### config.mk
export PLATFORM = sky130hd
export DESIGN_NAME = slot_pool_allocator_top
export DESIGN_NICKNAME = d
export VERILOG_FILES = /design/src/rtl/core/spa_pkg.sv /design/src/rtl/core/spa_ram.sv /design/src/rtl/core/slot_pool_allocator_top.sv
export SDC_FILE = /design/constraint.sdc
export NUM_CORES = 2
export LEC_CHECK = 0
export ABC_CLOCK_PERIOD_IN_PS = 7400
export BUFFER_PORTS_ARGS = -buffer_cell sky130_fd_sc_hd__buf_2
export CELL_PAD_IN_SITES_DETAIL_PLACEMENT = 1
export CELL_PAD_IN_SITES_GLOBAL_PLACEMENT = 2
export CORE_MARGIN = 10
export CORE_UTILIZATION = 44
export CTS_CLUSTER_DIAMETER = 50
export DETAILED_ROUTE_END_ITERATION = 7
export PLACE_DENSITY_LB_ADDON = 0.08
export SLEW_MARGIN = 20
export SYNTH_ARGS = -nofsm -noshare
export SYNTH_HDL_FRONTEND = slang
export SYNTH_SLANG_ARGS = --single-unit
### constraint.sdc
create_clock -name clk -period 7.4 [get_ports clk]
set_input_delay 0.74 -clock clk [delete_from_list [all_inputs] [get_ports clk]]
set_output_delay 0.74 -clock clk [all_outputs]
set_load 0.01 [all_outputs]
### src/rtl/core/spa_pkg.sv
package spa_pkg;

  // Pool geometry. Slot numbers and list positions are SLOT_W bits wide and
  // counts need one more bit so that they can hold a full pool.
  localparam int MAX_SLOTS = 256;
  localparam int SLOT_W    = $clog2(MAX_SLOTS);
  localparam int CNT_W     = SLOT_W + 1;

  // Pool size after reset.
  localparam logic [CNT_W-1:0] POOL_RESET = CNT_W'((MAX_SLOTS < 256) ? MAX_SLOTS : 256);

  localparam logic CMD_ALLOC = 1'b0;
  localparam logic CMD_FREE  = 1'b1;

  localparam logic [1:0] STATUS_OK        = 2'd0;
  localparam logic [1:0] STATUS_EXHAUSTED = 2'd1;
  localparam logic [1:0] STATUS_NOT_LIVE  = 2'd2;
  localparam logic [1:0] STATUS_RANGE     = 2'd3;

  typedef struct packed {
    logic              command;
    logic [SLOT_W-1:0] slot_in;
  } req_t;

  typedef struct packed {
    logic [1:0]        status;
    logic [SLOT_W-1:0] slot_out;
    logic [CNT_W-1:0]  live_count;
    logic [CNT_W-1:0]  free_count;
  } rsp_t;

endpackage

### src/rtl/core/spa_ram.sv
module spa_ram #(
  parameter int WIDTH = 8,
  parameter int DEPTH = 256
) (
  input  logic                     clk,
  input  logic                     we,
  input  logic [$clog2(DEPTH)-1:0] waddr,
  input  logic [WIDTH-1:0]         wdata,
  input  logic [$clog2(DEPTH)-1:0] raddr,
  output logic [WIDTH-1:0]         rdata
);

  logic [WIDTH-1:0] mem [DEPTH];

  always_ff @(posedge clk) begin
    if (we) begin
      mem[waddr] <= wdata;
    end
    rdata <= mem[raddr];
  end

endmodule

### src/rtl/core/slot_pool_allocator_top.sv
// Slot pool allocator. Hands out and takes back slot numbers from a pool of
// pool_size slots (1 to 256, 256 after reset). An allocate request returns
// the slot on top of the free stack (slot 0 first after a refill, then the
// most recently freed slot), or status "exhausted" when none is left; a free
// request returns the slot to the pool, or reports that the slot is out of
// range or not currently allocated, leaving the state untouched. Every
// request produces exactly one response, which also carries the live and
// free counts after the request. In the accept cycle the free stack, the
// active list and the position memory are read; in the write-back state the
// response is formed and the updates are written back, and no new request is
// taken until the write-back completes. The write-back only completes once
// the output register is free, so a response held by out_stall stalls the
// write-back of the following request while it still waits.
// The response sits in an output register, so the next request is accepted
// while a response still waits on out_stall. Writing pool_size reinitializes
// the pool at once, with no clearing pass; it must only be written while no
// request is in flight. Sizes below 1 or above 256 are clamped.
module slot_pool_allocator_top (
  input  logic                        clk,
  input  logic                        rst_n,

  input  logic                        in_valid,
  output logic                        in_stall,
  input  spa_pkg::req_t               in_req,

  output logic                        out_valid,
  input  logic                        out_stall,
  output spa_pkg::rsp_t               out_rsp,

  input  logic                        cfg_valid,
  output logic                        cfg_ready,
  input  logic [spa_pkg::CNT_W-1:0]   cfg_data
);

  localparam int SW = spa_pkg::SLOT_W;
  localparam int CW = spa_pkg::CNT_W;

  localparam logic ST_IDLE = 1'b0;
  localparam logic ST_EXEC = 1'b1;

  // Control state.
  logic          state_r, state_nxt;
  logic [CW-1:0] pool_size_r, pool_size_nxt;
  logic [CW-1:0] free_depth_r, free_depth_nxt;
  logic [CW-1:0] active_depth_r, active_depth_nxt;
  // Lowest free stack depth reached since the last refill. Stack entries
  // below it have never been overwritten and still hold their refill value,
  // which is computed rather than stored.
  logic [CW-1:0] low_water_r, low_water_nxt;
  // One live flag per slot, cleared together by reset or a pool size write.
  logic [spa_pkg::MAX_SLOTS-1:0] live_r, live_nxt;
  logic          out_valid_r, out_valid_nxt;

  // Request held between the read and the write-back cycle.
  spa_pkg::req_t req_r;
  logic          fill_r;
  logic [SW-1:0] fill_val_r;
  spa_pkg::rsp_t out_rsp_r, rsp_c;

  logic          accept;
  logic          cfg_write;
  logic          done;
  logic [CW-1:0] top_idx;
  logic [CW-1:0] cfg_clamped;

  // Memory ports.
  logic          stk_we, act_we, pos_we;
  logic [SW-1:0] stk_waddr, act_waddr, pos_waddr;
  logic [SW-1:0] stk_wdata, act_wdata, pos_wdata;
  logic [SW-1:0] stk_raddr, act_raddr, pos_raddr;
  logic [SW-1:0] stk_rdata, act_rdata, pos_rdata;

  logic [SW-1:0] grant_slot;

  assign in_stall  = (state_r != ST_IDLE);
  assign cfg_ready = (state_r == ST_IDLE);
  assign accept    = in_valid && !in_stall;
  assign cfg_write = cfg_valid && cfg_ready;
  assign out_valid = out_valid_r;
  assign out_rsp   = out_rsp_r;

  // The write-back cycle completes once the output register is free.
  assign done = (state_r == ST_EXEC) && (!out_valid_r || !out_stall);

  // Reads are launched in the accept cycle: the stack top, the last active
  // entry and the position of the slot named by the request. No write is
  // ever issued in that cycle, so reads never collide with writes. While the
  // write-back cycle waits, the addresses hold so the read data stays valid;
  // the input port may already carry the next request by then, so the
  // position read follows the held request.
  assign top_idx   = free_depth_r - CW'(1);
  assign stk_raddr = top_idx[SW-1:0];
  assign act_raddr = SW'(active_depth_r - CW'(1));
  assign pos_raddr = (state_r == ST_EXEC) ? req_r.slot_in : in_req.slot_in;

  always_comb begin
    cfg_clamped = cfg_data;
    if (cfg_data == '0) begin
      cfg_clamped = CW'(1);
    end else if (cfg_data > CW'(spa_pkg::MAX_SLOTS)) begin
      cfg_clamped = CW'(spa_pkg::MAX_SLOTS);
    end
  end

  assign grant_slot = fill_r ? fill_val_r : stk_rdata;

  always_comb begin
    state_nxt        = state_r;
    pool_size_nxt    = pool_size_r;
    free_depth_nxt   = free_depth_r;
    active_depth_nxt = active_depth_r;
    low_water_nxt    = low_water_r;
    live_nxt         = live_r;
    out_valid_nxt    = out_valid_r && out_stall;

    stk_we    = 1'b0;
    act_we    = 1'b0;
    pos_we    = 1'b0;
    stk_waddr = free_depth_r[SW-1:0];
    stk_wdata = req_r.slot_in;
    act_waddr = active_depth_r[SW-1:0];
    act_wdata = grant_slot;
    pos_waddr = grant_slot;
    pos_wdata = active_depth_r[SW-1:0];

    rsp_c            = '0;
    rsp_c.slot_out   = req_r.slot_in;

    unique case (state_r)
      ST_IDLE: begin
        if (accept) begin
          state_nxt = ST_EXEC;
        end
      end
      ST_EXEC: begin
        if (req_r.command == spa_pkg::CMD_ALLOC) begin
          rsp_c.slot_out = '0;
          if (free_depth_r == '0 || active_depth_r >= CW'(spa_pkg::MAX_SLOTS)) begin
            rsp_c.status = spa_pkg::STATUS_EXHAUSTED;
          end else begin
            rsp_c.status     = spa_pkg::STATUS_OK;
            rsp_c.slot_out   = grant_slot;
            act_we           = done;
            pos_we           = done;
            free_depth_nxt   = free_depth_r - CW'(1);
            active_depth_nxt = active_depth_r + CW'(1);
            if (top_idx < low_water_r) begin
              low_water_nxt = top_idx;
            end
            live_nxt[grant_slot] = 1'b1;
          end
        end else begin
          if ({1'b0, req_r.slot_in} >= pool_size_r) begin
            rsp_c.status = spa_pkg::STATUS_RANGE;
          end else if (!live_r[req_r.slot_in] || active_depth_r == '0) begin
            rsp_c.status = spa_pkg::STATUS_NOT_LIVE;
          end else begin
            // Move the last active entry into the freed position. When the
            // freed slot is itself the last entry these writes are harmless.
            rsp_c.status     = spa_pkg::STATUS_OK;
            act_we           = done;
            act_waddr        = pos_rdata;
            act_wdata        = act_rdata;
            pos_we           = done;
            pos_waddr        = act_rdata;
            pos_wdata        = pos_rdata;
            active_depth_nxt = active_depth_r - CW'(1);
            live_nxt[req_r.slot_in] = 1'b0;
            if (free_depth_r < CW'(spa_pkg::MAX_SLOTS)) begin
              stk_we         = done;
              free_depth_nxt = free_depth_r + CW'(1);
            end
          end
        end
        rsp_c.live_count = active_depth_nxt;
        rsp_c.free_count = free_depth_nxt;

        if (done) begin
          state_nxt     = ST_IDLE;
          out_valid_nxt = 1'b1;
        end else begin
          free_depth_nxt   = free_depth_r;
          active_depth_nxt = active_depth_r;
          low_water_nxt    = low_water_r;
          live_nxt         = live_r;
        end
      end
      default: begin
        state_nxt = ST_IDLE;
      end
    endcase

    // A pool size write refills the free stack in descending order and
    // empties the active list.
    if (cfg_write) begin
      pool_size_nxt    = cfg_clamped;
      free_depth_nxt   = cfg_clamped;
      low_water_nxt    = cfg_clamped;
      active_depth_nxt = '0;
      live_nxt         = '0;
    end
  end

  always_ff @(posedge clk) begin
    if (!rst_n) begin
      state_r        <= ST_IDLE;
      pool_size_r    <= spa_pkg::POOL_RESET;
      free_depth_r   <= spa_pkg::POOL_RESET;
      low_water_r    <= spa_pkg::POOL_RESET;
      active_depth_r <= '0;
      live_r         <= '0;
      out_valid_r    <= 1'b0;
    end else begin
      state_r        <= state_nxt;
      pool_size_r    <= pool_size_nxt;
      free_depth_r   <= free_depth_nxt;
      low_water_r    <= low_water_nxt;
      active_depth_r <= active_depth_nxt;
      live_r         <= live_nxt;
      out_valid_r    <= out_valid_nxt;
    end
  end

  // Payload registers.
  always_ff @(posedge clk) begin
    if (accept) begin
      req_r      <= in_req;
      fill_r     <= (top_idx < low_water_r);
      fill_val_r <= SW'(pool_size_r - CW'(1) - top_idx);
    end
    if (done) begin
      out_rsp_r <= rsp_c;
    end
  end

  spa_ram #(.WIDTH(SW), .DEPTH(spa_pkg::MAX_SLOTS)) u_free_stack (
    .clk   (clk),
    .we    (stk_we),
    .waddr (stk_waddr),
    .wdata (stk_wdata),
    .raddr (stk_raddr),
    .rdata (stk_rdata)
  );

  spa_ram #(.WIDTH(SW), .DEPTH(spa_pkg::MAX_SLOTS)) u_active_list (
    .clk   (clk),
    .we    (act_we),
    .waddr (act_waddr),
    .wdata (act_wdata),
    .raddr (act_raddr),
    .rdata (act_rdata)
  );

  spa_ram #(.WIDTH(SW), .DEPTH(spa_pkg::MAX_SLOTS)) u_list_position (
    .clk   (clk),
    .we    (pos_we),
    .waddr (pos_waddr),
    .wdata (pos_wdata),
    .raddr (pos_raddr),
    .rdata (pos_rdata)
  );

endmodule
==> reports/metrics.yaml <==
grt_usage_pct: 25.3
worst_setup_path_start_kind: "flip-flop"
numPortBuffers: 53
totalWireLength_um: 310000
reg2reg_slack_ps: 1270
drv_slew: 0
design.die.area_um2: 240000
cp.required_ps: 7940
powerDensity_nw_per_um2: 305
yosysSeqAreaShare_pct: 70.9
max_freq_mhz: 163
rows: 172
synth-edff-count: 2094
hp-class: "in -> reg"
h-tree-depth: 5
synth_area_leaders: "edfxtp_1 (65%), mux4_2 (16%), dfxtp_1 (6.2%), nand2_1 (1.9%), o31ai_1 (1.3%)"
rr_endpoint: "u_free_stack.mem[242][1]$_DFFE_PP_"
met3_usage_pct: 4.17
min_period_ps: 6130
synthFlopType: "edfxtp_1"
synthCells: 5515
gr-usage-met1_pct: 37.4
ys_warn_count: 0
overflow: 0
async_flop_share_pct: 0
cts_tree: "built"
r2r_cells: 11
synth_common_cells: "edfxtp_1 (2094), mux4_2 (673), nand2_1 (486), nor2_1 (312), dfxtp_1 (302)"
yosys.cell_types.count: 78
cts_inserted_buffers: 306
dpl_cell_area_um2: 101000
drv_cap: 0
hold_violations: 0
critPathKind: "reg -> reg"
drt-vias-per-instance: 6.23
post-place-cells: 8261
fillers: 19900
cp-end-kind: "flip-flop"
wire_per_inst_um: 35.2
p_leak_uw: 0.0338
drive_above_1_share_pct: 24.3
met2_usage_pct: 39.2
rsz0062_at_grt: "false"
root_buffer: "clkbuf_16"
min-delay-start: "in_req[3]"
clock_sinks: 2396
vias: 54800
drt-initial-drc-count: 6292
synth_nets: 5568
finish.instance_area_um2: 111000
syn_to_final_growth_pct: 14.1
outcome: "finished clean"
grt.busiest_layer: "met2"
grt_max_degree: 196
skew_ps: 81.2
r2r-start: "stk_wdata[1]$_DFFE_PP_"
drc: 0
yosysTopAreaCell: "edfxtp_1"
grt_pass1_wl_um: 441000
ir_worst_vdd_mv: 0.221
finalWeightedCongestion: 0.842
final_util_pct: 50.5
cp.arrival_ps: 6670
syn-mean-instance-area_um2: 17.6
setup_viol: 0
clk_latency_ps: 960
start_util_pct: 44.2
yosysTopAreaCellShare_pct: 64.7
final.setup.tns_ps: 0
post_synth_instance_area_um2: 97200
postCtsSetupBuffers: 0
slew_headroom_pct: 22.6
dieWidth_um: 490
yosysMostFrequentCell: "edfxtp_1"
dpl.hpwl_um: 185000
antenna_found_initial: 14
ys_ff_latch: 2396
io-pin-count: 54
post_layout_nonfiller_instances: 8810
core_area_um2: 220000
hold_path_depth: 1
grt_pass1_vias: 55700
holdPathEnd: "stk_wdata[3]$_DFFE_PP_"
nets: 5671
clock_path_buffers: 4
post-route-period-util_pct: 82.9
die_y_um: 490
worstMarginPinSlew_ps: 1160
clk_pin_slew_ps: 60
ant_nets: 0
firstDrtPassIters: 6
crit_fanout: 49
==> worst max path at each step <==
stage                           start                                 end  slack, ps
2_1_floorplan  stk_wdata[0]$_DFFE_PP_  u_free_stack.mem[192][0]$_DFFE_PP_       -110
3_3_place_gp   stk_wdata[5]$_DFFE_PP_  u_free_stack.mem[100][4]$_DFFE_PP_       1280
3_5_place_dp   stk_wdata[1]$_DFFE_PP_  u_free_stack.mem[101][7]$_DFFE_PP_       1300
4_1_cts        stk_wdata[1]$_DFFE_PP_  u_free_stack.mem[101][7]$_DFFE_PP_       1280
5_1_grt        stk_wdata[1]$_DFFE_PP_   u_free_stack.mem[98][5]$_DFFE_PP_       1070
6_report       stk_wdata[1]$_DFFE_PP_  u_free_stack.mem[242][1]$_DFFE_PP_       1270
==> worst max-delay path, cell delays in order (launching register included) <==
cell	delay [ps]
edfxtp_1	610
buf_4	650
mux4_2	340
mux2i_1	80
mux2i_1	310
a21oi_1	140
a311o_1	380
a32oi_1	500
o31a_2	290
nand3_4	480
or4_1	1130
nor2_1	720
==> where the power goes <==
part / switching (uW) / internal, uW
Clock: 5820 / 8680
Sequential: 120 / 14800
Combinational: 2920 / 1500
==> logic make-up after synthesis <==
group                    synth area share, %
AO/OA/AOI/OAI                           4.62
AND/OR/NAND/NOR                         5.30
buffers and inverters                   2.01
multiplexers                            16.6
adder cells (fa/ha/maj)                0.394
flip-flops                              70.9
XOR/XNOR                               0.207
==> through the flow <==
step / power, uW / setup slack (ps) / hold slack, ps
floorplan: 17700 / -111 / 435
global placement: 19600 / 1280 / 445
detailed placement: 19600 / 1300 / 460
CTS: 34100 / 1280 / 0.0345
global route: 34800 / 1070 / 42.7
finish: 33800 / 1270 / 64.8
==> cell usage in the layout (no fill, tap or decap), drive strengths merged, types with 24 or more instances in the layout <==
cell type     n
nand3        80
edfxtp     2094
buf         192
a21oi       212
o21ai        37
o31ai       165
nand2       486
o22ai        91
dfxtp       302
nor3        125
mux4        679
inv          87
mux2i        74
nor2b        31
a311oi       24
clkinv       92
ha           29
nor2        341
clkbuf      361
a22oi        24
==> routing by layer <==
metal,routed length (um),vias up
met3,21000,446
met2,145000,2350
met4,7070,2
met1,137000,29600
li1,-,22500
met5,13,-
==> area by class of cell <==
| class | instances | area, um2 | share of cell area, % |
|---|---|---|---|
| multi-input cells | 2660 | 26600 | 24.0 |
| well taps | 2958 | 3700 | 3.34 |
| clock inverters | 169 | 1670 | 1.51 |
| repair buffers | 198 | 1600 | 1.44 |
| inverters | 56 | 215 | 0.194 |
| diodes | 12 | 30.0 | 0.0271 |
| flip-flops and latches | 2396 | 68900 | 62.2 |
| clock buffers | 361 | 8110 | 7.32 |
==> state kept, by name, indices dropped and copies added, names as in the netlist, 8 cells and up <==
register	count
active_depth_r	9
pool_size_r	9
out_rsp	28
live_r	256
u_free_stack.rdata	8
stk_wdata	8
u_free_stack.mem	2048
fill_val_r	8
low_water_r	9
free_depth_r	9
==> repair_timing <==
action	CTS	global route
resized for setup	0	0
hold buffers	6	0
endpoints found under the hold margin	6	0
Power figures use the tool's default switching activity.
